`config.mk`:
```
export PLATFORM = sky130hd
export DESIGN_NAME = hash_chain_xor_stream_cipher_unit
export DESIGN_NICKNAME = d
export VERILOG_FILES = /design/src/rtl/core/hcx_pkg.sv /design/src/rtl/core/hash_chain_xor_stream_cipher_unit.sv /design/src/rtl/core/hcx_sha_core.sv
export SDC_FILE = /design/constraint.sdc
export NUM_CORES = 2
export LEC_CHECK = 0
export BUFFER_PORTS_ARGS = -buffer_cell sky130_fd_sc_hd__buf_2
export CAP_MARGIN = 5
export CORE_MARGIN = 2
export CORE_UTILIZATION = 55
export DETAILED_ROUTE_END_ITERATION = 10
export PLACE_DENSITY = 0.74
export SLEW_MARGIN = 20
export SYNTH_ARGS = -nofsm -noshare
export SYNTH_HDL_FRONTEND = slang
export SYNTH_HIERARCHICAL = 1
export SYNTH_SLANG_ARGS = --single-unit
```
`constraint.sdc`:
```
create_clock -name clk_i -period 8.64 [get_ports clk_i]
set_input_delay 1.728 -clock clk_i [delete_from_list [all_inputs] [get_ports clk_i]]
set_output_delay 1.728 -clock clk_i [all_outputs]
set_load 0.05 [all_outputs]
```
`src/rtl/core/hcx_pkg.sv`:
```
// ----------------------------------------------------------------------------
// hcx_pkg
// Shared types, constants and byte-order helpers for the hash-chain cipher.
// ----------------------------------------------------------------------------
package hcx_pkg;

  // keystream geometry
  localparam int unsigned CHAIN_BYTES = 32;
  localparam int unsigned CHAIN_W     = 8 * CHAIN_BYTES;
  localparam int unsigned KEY_WORDS   = 4;
  localparam int unsigned KEY_W       = 64;
  localparam int unsigned POS_W       = 6;
  localparam int unsigned CFG_IDX_W   = 3;
  localparam int unsigned ROUNDS      = 64;
  localparam int unsigned RND_W       = 6;

  // sha-256 round constants
  localparam logic [31:0] K_ROUND [ROUNDS] = '{
    32'h428a2f98, 32'h71374491, 32'hb5c0fbcf, 32'he9b5dba5,
    32'h3956c25b, 32'h59f111f1, 32'h923f82a4, 32'hab1c5ed5,
    32'hd807aa98, 32'h12835b01, 32'h243185be, 32'h550c7dc3,
    32'h72be5d74, 32'h80deb1fe, 32'h9bdc06a7, 32'hc19bf174,
    32'he49b69c1, 32'hefbe4786, 32'h0fc19dc6, 32'h240ca1cc,
    32'h2de92c6f, 32'h4a7484aa, 32'h5cb0a9dc, 32'h76f988da,
    32'h983e5152, 32'ha831c66d, 32'hb00327c8, 32'hbf597fc7,
    32'hc6e00bf3, 32'hd5a79147, 32'h06ca6351, 32'h14292967,
    32'h27b70a85, 32'h2e1b2138, 32'h4d2c6dfc, 32'h53380d13,
    32'h650a7354, 32'h766a0abb, 32'h81c2c92e, 32'h92722c85,
    32'ha2bfe8a1, 32'ha81a664b, 32'hc24b8b70, 32'hc76c51a3,
    32'hd192e819, 32'hd6990624, 32'hf40e3585, 32'h106aa070,
    32'h19a4c116, 32'h1e376c08, 32'h2748774c, 32'h34b0bcb5,
    32'h391c0cb3, 32'h4ed8aa4a, 32'h5b9cca4f, 32'h682e6ff3,
    32'h748f82ee, 32'h78a5636f, 32'h84c87814, 32'h8cc70208,
    32'h90befffa, 32'ha4506ceb, 32'hbef9a3f7, 32'hc67178f2
  };

  // sha-256 initial hash value
  localparam logic [31:0] H_INIT [8] = '{
    32'h6a09e667, 32'hbb67ae85, 32'h3c6ef372, 32'ha54ff53a,
    32'h510e527f, 32'h9b05688c, 32'h1f83d9ab, 32'h5be0cd19
  };

  // padding words of a single 256-bit message block
  localparam logic [31:0] PAD_FIRST = 32'h8000_0000;
  localparam logic [31:0] PAD_LEN   = 32'd256;

  // sequencer states
  typedef enum logic [1:0] {
    ST_IDLE,
    ST_HASH,
    ST_EMIT
  } hcx_state_e;

  // request to the round unit
  typedef struct packed {
    logic start;
  } hcx_ctrl_t;

  // status of the round unit
  typedef struct packed {
    logic busy;
    logic done;
  } hcx_stat_t;

  function automatic logic [31:0] rotr32(logic [31:0] x, int unsigned n);
    return (x >> n) | (x << (32 - n));
  endfunction

  // big-endian message word i from chain bytes 4i..4i+3
  function automatic logic [31:0] chain_word(logic [CHAIN_W-1:0] c, int unsigned i);
    return {c[8*(4*i)+:8], c[8*(4*i+1)+:8], c[8*(4*i+2)+:8], c[8*(4*i+3)+:8]};
  endfunction

  // digest words (word j in bits 32j+31:32j) back to chain byte order
  function automatic logic [CHAIN_W-1:0] digest_to_chain(logic [CHAIN_W-1:0] dig);
    logic [CHAIN_W-1:0] c;
    c = '0;
    for (int unsigned n = 0; n < CHAIN_BYTES; n++) begin
      c[8*n+:8] = dig[32*(n/4) + 24 - 8*(n%4) +: 8];
    end
    return c;
  endfunction

endpackage

```
`src/rtl/core/hash_chain_xor_stream_cipher_unit.sv`:
```
// Timing: a byte that uses the current chain value reaches the output register in the
// cycle after it is taken; a byte that needs a fresh chain value waits for one load,
// the 64 rounds of the single sha-256 round unit, one chain update and one emit.
// Throughput: one byte a cycle inside a 32-byte chain value while the output is not
// stalled; no new byte is taken while a fresh chain value is hashed. Reset clears
// the key, chain value and byte position to zero and empties the output register.
// ----------------------------------------------------------------------------
// hash_chain_xor_stream_cipher_unit
// Byte-stream xor cipher whose keystream is a sha-256 hash chain on the key.
// ----------------------------------------------------------------------------
module hash_chain_xor_stream_cipher_unit (
  input  logic                          clk_i,
  input  logic                          rst_ni,
  // key registers
  input  logic                          cfg_we_i,
  input  logic [hcx_pkg::CFG_IDX_W-1:0] cfg_idx_i,
  input  logic [hcx_pkg::KEY_W-1:0]     cfg_data_i,
  // input stream
  input  logic                          s_axis_tvalid,
  output logic                          s_axis_tready,
  input  logic [7:0]                    s_axis_tdata,  // [7:0] data_byte
  input  logic                          s_axis_tlast,  // last_byte
  // output stream
  output logic                          m_axis_tvalid,
  input  logic                          m_axis_tready,
  output logic [7:0]                    m_axis_tdata,  // [7:0] out_byte
  output logic                          m_axis_tlast   // out_last
);
  import hcx_pkg::*;

  logic [KEY_W-1:0]   key_q [KEY_WORDS];
  logic [CHAIN_W-1:0] key_flat, key_new;
  logic [CHAIN_W-1:0] chain_q;
  logic [POS_W-1:0]   pos_q;
  hcx_state_e         state_q, state_d;
  logic               ov_q, ov_d;
  logic [7:0]         out_byte_q, out_byte_d;
  logic               out_last_q, out_last_d;
  logic [7:0]         pend_data_q;
  logic               pend_last_q;

  logic               key_set, out_free, accept, load_out, step_pos, restart, cfg_hit;
  logic [7:0]         ks_byte;
  hcx_ctrl_t          core_ctrl;
  hcx_stat_t          core_stat;
  logic [CHAIN_W-1:0] digest;

  // key as one flat word, and with a pending write merged in
  always_comb begin
    for (int unsigned i = 0; i < KEY_WORDS; i++) begin
      key_flat[KEY_W*i+:KEY_W] = key_q[i];
      key_new[KEY_W*i+:KEY_W]  = (cfg_idx_i == CFG_IDX_W'(i)) ? cfg_data_i : key_q[i];
    end
  end

  assign cfg_hit  = cfg_we_i && (cfg_idx_i < CFG_IDX_W'(KEY_WORDS));
  assign key_set  = |key_flat;
  assign out_free = !ov_q || m_axis_tready;
  assign ks_byte  = key_set ? chain_q[{pos_q[POS_W-2:0], 3'b000}+:8] : 8'h00;
  assign accept   = s_axis_tvalid && s_axis_tready;

  // sequencer
  always_comb begin
    state_d         = state_q;
    s_axis_tready   = 1'b0;
    core_ctrl.start = 1'b0;
    load_out        = 1'b0;
    step_pos        = 1'b0;
    restart         = 1'b0;
    out_byte_d      = out_byte_q;
    out_last_d      = out_last_q;
    case (state_q)
      ST_IDLE: begin
        s_axis_tready = out_free && !core_stat.busy;
        if (accept) begin
          if (key_set && pos_q[POS_W-1]) begin
            core_ctrl.start = 1'b1;
            state_d         = ST_HASH;
          end else begin
            load_out   = 1'b1;
            out_byte_d = s_axis_tdata ^ ks_byte;
            out_last_d = s_axis_tlast;
            step_pos   = key_set;
            restart    = s_axis_tlast;
          end
        end
      end
      ST_HASH: begin
        if (core_stat.done) begin
          state_d = ST_EMIT;
        end
      end
      ST_EMIT: begin
        if (out_free) begin
          load_out   = 1'b1;
          out_byte_d = pend_data_q ^ ks_byte;
          out_last_d = pend_last_q;
          step_pos   = 1'b1;
          restart    = pend_last_q;
          state_d    = ST_IDLE;
        end
      end
      default: begin
        state_d = ST_IDLE;
      end
    endcase
  end

  // output register handshake
  always_comb begin
    ov_d = ov_q;
    if (load_out) begin
      ov_d = 1'b1;
    end else if (m_axis_tready) begin
      ov_d = 1'b0;
    end
  end

  // control state, key and chain value
  always_ff @(posedge clk_i or negedge rst_ni) begin
    if (!rst_ni) begin
      state_q <= ST_IDLE;
      ov_q    <= 1'b0;
      pos_q   <= '0;
      chain_q <= '0;
      for (int unsigned i = 0; i < KEY_WORDS; i++) begin
        key_q[i] <= '0;
      end
    end else begin
      state_q <= state_d;
      ov_q    <= ov_d;
      if (cfg_hit) begin
        key_q[cfg_idx_i[1:0]] <= cfg_data_i;
        chain_q               <= key_new;
        pos_q                 <= '0;
      end else if (restart) begin
        chain_q <= key_flat;
        pos_q   <= '0;
      end else if (state_q == ST_HASH && core_stat.done) begin
        chain_q <= digest_to_chain(digest);
        pos_q   <= '0;
      end else if (step_pos) begin
        pos_q <= pos_q + 1'b1;
      end
    end
  end

  // payload registers
  always_ff @(posedge clk_i) begin
    out_byte_q <= out_byte_d;
    out_last_q <= out_last_d;
    if (accept) begin
      pend_data_q <= s_axis_tdata;
      pend_last_q <= s_axis_tlast;
    end
  end

  // sha-256 round unit
  hcx_sha_core u_sha (
    .clk_i    (clk_i),
    .rst_ni   (rst_ni),
    .ctrl_i   (core_ctrl),
    .block_i  (chain_q),
    .status_o (core_stat),
    .digest_o (digest)
  );

  assign m_axis_tvalid = ov_q;
  assign m_axis_tdata  = out_byte_q;
  assign m_axis_tlast  = out_last_q;

endmodule

```
`src/rtl/core/hcx_sha_core.sv`:
```
// ----------------------------------------------------------------------------
// hcx_sha_core
// One sha-256 round per cycle over a single padded 256-bit block, with a
// rolling 16-word message schedule.
// ----------------------------------------------------------------------------
module hcx_sha_core (
  input  logic                        clk_i,
  input  logic                        rst_ni,
  input  hcx_pkg::hcx_ctrl_t          ctrl_i,
  input  logic [hcx_pkg::CHAIN_W-1:0] block_i,
  output hcx_pkg::hcx_stat_t          status_o,
  output logic [hcx_pkg::CHAIN_W-1:0] digest_o
);
  import hcx_pkg::*;

  logic [31:0]      w_q [16];
  logic [31:0]      w_d [16];
  logic [31:0]      st_q [8];
  logic [31:0]      st_d [8];
  logic [RND_W-1:0] rnd_q, rnd_d;
  logic             busy_q, busy_d;
  logic             done_q, done_d;

  logic [31:0] t1, t2, s0, s1, w_new;

  // round datapath
  always_comb begin
    t1 = st_q[7] + (rotr32(st_q[4], 6) ^ rotr32(st_q[4], 11) ^ rotr32(st_q[4], 25))
       + ((st_q[4] & st_q[5]) ^ (~st_q[4] & st_q[6])) + K_ROUND[rnd_q] + w_q[0];
    t2 = (rotr32(st_q[0], 2) ^ rotr32(st_q[0], 13) ^ rotr32(st_q[0], 22))
       + ((st_q[0] & st_q[1]) ^ (st_q[0] & st_q[2]) ^ (st_q[1] & st_q[2]));
    s0 = rotr32(w_q[1], 7) ^ rotr32(w_q[1], 18) ^ (w_q[1] >> 3);
    s1 = rotr32(w_q[14], 17) ^ rotr32(w_q[14], 19) ^ (w_q[14] >> 10);
    w_new = w_q[0] + s0 + w_q[9] + s1;
  end

  // load, step and finish
  always_comb begin
    w_d    = w_q;
    st_d   = st_q;
    rnd_d  = rnd_q;
    busy_d = busy_q;
    done_d = 1'b0;
    if (ctrl_i.start) begin
      for (int unsigned i = 0; i < 8; i++) begin
        w_d[i]  = chain_word(block_i, i);
        st_d[i] = H_INIT[i];
      end
      w_d[8] = PAD_FIRST;
      for (int unsigned i = 9; i < 15; i++) begin
        w_d[i] = '0;
      end
      w_d[15] = PAD_LEN;
      rnd_d   = '0;
      busy_d  = 1'b1;
    end else if (busy_q) begin
      for (int unsigned i = 0; i < 15; i++) begin
        w_d[i] = w_q[i+1];
      end
      w_d[15] = w_new;
      st_d[7] = st_q[6];
      st_d[6] = st_q[5];
      st_d[5] = st_q[4];
      st_d[4] = st_q[3] + t1;
      st_d[3] = st_q[2];
      st_d[2] = st_q[1];
      st_d[1] = st_q[0];
      st_d[0] = t1 + t2;
      rnd_d   = rnd_q + 1'b1;
      if (rnd_q == RND_W'(ROUNDS - 1)) begin
        busy_d = 1'b0;
        done_d = 1'b1;
      end
    end
  end

  // control registers
  always_ff @(posedge clk_i or negedge rst_ni) begin
    if (!rst_ni) begin
      busy_q <= 1'b0;
      done_q <= 1'b0;
      rnd_q  <= '0;
    end else begin
      busy_q <= busy_d;
      done_q <= done_d;
      rnd_q  <= rnd_d;
    end
  end

  // schedule and working variables
  always_ff @(posedge clk_i) begin
    w_q  <= w_d;
    st_q <= st_d;
  end

  // final feed-forward add
  always_comb begin
    for (int unsigned j = 0; j < 8; j++) begin
      digest_o[32*j+:32] = H_INIT[j] + st_q[j];
    end
  end

  assign status_o.busy = busy_q;
  assign status_o.done = done_q;

endmodule

```
==> metrics.md <==
| Metric | Value |
|---|---|
| Largest net degree at the start of global routing | `193` |
| Slew Viols, Final | `0` |
| Slack of the critical path | `between 0.2 and 0.3 ns` |
| Logic pwr share | `between 10% and 20%` |
| Worst reg-to-reg path cell count | `36` |
| Power per cell area | `around 180 nW/um^2` |
| Area leader, netlist | `dfrtp_1` |
| Initial DRT Pass Iterations | `7` |
| Clock buffer depth | `3` |
| Reg-to-reg slack, setup | `around 0.30 ns` |
| Total power | `roughly 16 mW` |
| Antenna Nets Post-Route | `0` |
| Unrepaired setup endpoints after global routing | `true` |
| Sequential share of power | `roughly 46%` |
| Routability congestion estimate | `~1.1` |
| Initial antenna violation count | `22` |
| Crit share post-route | `a little over nine tenths` |
| Synthesized cell area | `between 80000 and 90000 sq um` |
| Critical Path End Type | `register` |
| Hold Path Class | `register to register` |
| Minimum clock period | `~8.3 ns` |
| Fill count | `about 13000` |
| Commonest register cell after synthesis | `dfrtp_1` |
| CTS clk-pin slew, worst paths | `roughly 0.060 ns` |
| Post-Syn Area per Cell | `roughly 9.6 sq um` |
| Root Driver | `clkbuf_16` |
| Vias/cell | `approximately 6.8` |
| Arrival @ worst endpoint | `9.07 ns` |
| Top cell type's share of synthesized area | `about 16%` |
| CTS HTree Levels | `4` |
| Worst Hold End | `u_sha/w_q[29]` |
| Req. time, crit path | `9.36 ns` |
| Peak supply drop | `~240 uV` |
| DRC Markers | `0` |
| First-pass GRT wire length | `497000 um` |
| First DRT Iteration DRCs | `around 11000` |
| Sw Ratio | `between 20% and 30%` |
| Core area | `~150000 sq um` |
| Die height | `about 400 um` |
| Clk_lat worst skew | `roughly 0.83 ns` |
| Unique masters post-synth | `101` |
| Syn Nets | `approximately 9200` |
| Max FO, Critical Path | `9` |
| Crit-path max cell delay | `roughly 0.5 ns` |
| Status | `complete, no violations` |
| CTS buffer count | `144` |
| Area growth, synth to finish | `9.81%` |
| Pre-CTS setup slack | `about 0.025 ns` |
| Critical Path Source Type | `register` |
| Worst clock skew | `about 0.065 ns` |
| Setup crit start | `u_sha/rnd_q[1]` |
| DR vias | `between 70000 and 80000` |
| GR Util All Layers | `roughly 44%` |
| CTS tree | `done` |
| Leakage power | `36.8 nW` |
| Final WL | `about 350000 um` |
| Switch Pwr | `4.64 mW` |
| Min-Delay Startpoint | `u_sha/w_q[29]` |
| Final nets | `9035` |
| Synthesized instance count | `between 8000 and 9000` |
| Async set-reset flop share out of synthesis | `between 40 and 50%` |
| Grt ovf | `0` |
| Worst r2r dst | `u_sha/st_q[255]` |
| Initial Utilization | `a little under three fifths` |
| Site row count | `about 140` |
| Reg2reg start | `u_sha/rnd_q[1]` |
| #FFs+latches synth | `around 1300` |
| Worst-Margin Slew | `between 1 and 1.5 ns` |
| Cell Int Power | `between 10 and 15 mW` |
| EDFF count, synth | `about 270` |
| Final hold violations | `0` |
| Final setup TNS | `0 ns` |
| Die area | `approximately 160000 sq um` |
| CP max-delay cell | `fa_1` |
| Total of max-cap violations | `0` |
| Clock sinks | `between 1000 and 1500` |
| IO Pins | `between 90 and 100` |
| Fraction of layout cells with a size suffix above 1 | `about an eighth` |
| CP Class | `register to register` |
| Hpwl dp | `roughly 250000 um` |
| Port Buffers | `a little over 90` |
| Max Clk Rate | `~0.12 GHz` |
| DIE WIDTH | `roughly 400 um` |
| Synth warnings | `6` |
| Slew HR | `approximately 13%` |
| Final setup viols | `0` |
| Seq/Total Area, Yosys | `37.7%` |
| DR WL/cell | `roughly 33 um` |
| Clk pwr share | `approximately 40%` |
| Vias in the first global route | `68104` |
| Largest cells by area after synthesis | `dfrtp_1, dfxtp_1, edfxtp_1` |
| Worst hold path cell count | `2` |
==> final cells by class <==
cell class	count	area, sq um	share of cell area [%]
multi-input cells	6128	47600	51.5
flip-flops and latches	1315	31700	34.4
clock buffers	206	4230	4.58
repair buffers	388	3010	3.26
well taps	2030	2540	2.75
inverters	637	2400	2.60
clock inverters	60	840	0.909
diodes	9	22.5	0.0244
==> how the worst max path moves through the flow <==
stage | to | cells past startpoint
2_1_floorplan | u_sha/st_q[255] | 37
3_3_place_gp | u_sha/st_q[255] | 35
3_5_place_dp | u_sha/st_q[255] | 36
4_1_cts | u_sha/st_q[255] | 39
5_1_grt | u_sha/st_q[255] | 38
6_report | u_sha/st_q[255] | 36
==> cells in the mapped netlist (all sizes together) (52+ instances only) <==
cell / n
nand4: 100
mux2: 275
a2bb2oi: 257
xor2: 230
buf: 155
edfxtp: 274
a221oi: 197
dfxtp: 512
mux2i: 818
a22o: 198
a21o: 77
fa: 187
dfrtp: 529
nor2: 740
o211ai: 52
and3: 97
o21ai: 268
mux4: 67
a21oi: 214
nor4: 79
a221o: 67
nand2: 690
nor2b: 149
xnor2: 358
a211oi: 165
inv: 632
nor3: 52
ha: 153
clkbuf: 537
nand3: 270
==> registers in the layout, summed over array words and instances, names as in the netlist <==
| name | cells |
|---|---|
| chain_q | 256 |
| key_flat | 256 |
| m_axis_tdata | 8 |
| m_axis_tlast | 1 |
| m_axis_tvalid | 1 |
| pend_data_q | 8 |
| pend_last_q | 1 |
| pos_q | 6 |
| state_q | 2 |
| u_sha/busy_q | 1 |
| u_sha/done_q | 1 |
| u_sha/rnd_q | 6 |
| u_sha/st_q | 256 |
| u_sha/w_q | 512 |
==> cells by family after synthesis <==
kind of cell / count (synthesis) / synth area share, %
fa+ha+maj: 342 / 6.75
compound gates: 1733 / 15.4
buf+inv: 1329 / 6.20
mux: 1160 / 15.2
xor+xnor: 590 / 6.18
simple gates: 2303 / 12.5
flops: 1315 / 37.7
==> through the flow <==
stage	util, %	instances	hold WS (ns)	area (sq um)
final	60.8	10773	0.463	92400
after global placement	57.2	10492	0.435	86900
after CTS	60.6	10758	0.468	92000
after detailed placement	57.2	10492	0.454	86900
after floorplan	-	8772	0.425	84100
after global routing	60.8	10764	0.482	92300
==> cells in the final DEF, fill, tap and decap left out, drive strengths merged, types with 19 or more instances in the layout <==
master     n
mux4      67
o21a      33
a221o     67
nand2    690
a21o      77
and2      19
nor2     740
edfxtp   274
o211ai    52
mux2     275
nand3    270
buf      388
ha       153
or3       20
inv      638
xnor2    358
o21ai    268
nor2b    149
nand4    100
a221oi   197
a22o     198
nor3      52
mux2i    818
nand2b    41
dfxtp    512
o21bai    21
xor2     230
dfrtp    529
and3      97
a211oi   165
nor4      79
clkinv    41
a21oi    214
o22ai     21
fa       187
a31oi     41
clkbuf   206
a2bb2oi  257
==> routing by layer <==
metal | track usage [%] | wire, um | vias to the layer above
li1 | - | - | 30884
met1 | 55.7 | 128000 | 35867
met3 | 14.8 | 46400 | 1204
met5 | 0 | 57 | -
met4 | 35.2 | 34000 | 8
met2 | 61.2 | 143000 | 5162
==> critical path: cells and delay by family, from the launching register on <==
family	cells	cell delay, ns
flip-flops	1	0.36
multiplexers	1	0.13
XOR/XNOR	2	0.38
buffers and inverters	7	0.82
AND/OR/NAND/NOR	3	0.52
adder cells (fa/ha/maj)	8	2.88
AO/OA/AOI/OAI	15	3.12
==> power groups by stage <==
stage	clock, mW	combinational, mW	sequential, mW
2_1_floorplan	0	1.38	7.27
3_3_place_gp	0	1.93	7.48
3_5_place_dp	0	1.99	7.51
4_1_cts	6.67	2.01	7.39
5_1_grt	6.93	2.18	7.47
6_report	6.67	2.08	7.43
==> timing repair <==
| action | 4_1_cts | 5_1_grt |
|---|---|---|
| hold buffers | 0 | 0 |
| resized for setup | 3 | 56 |
| endpoints found under the setup margin | 1 | 22 |
| buffers inserted | 0 | 4 |
| pin swaps | 0 | 20 |
(Power assumes the default switching activity.)
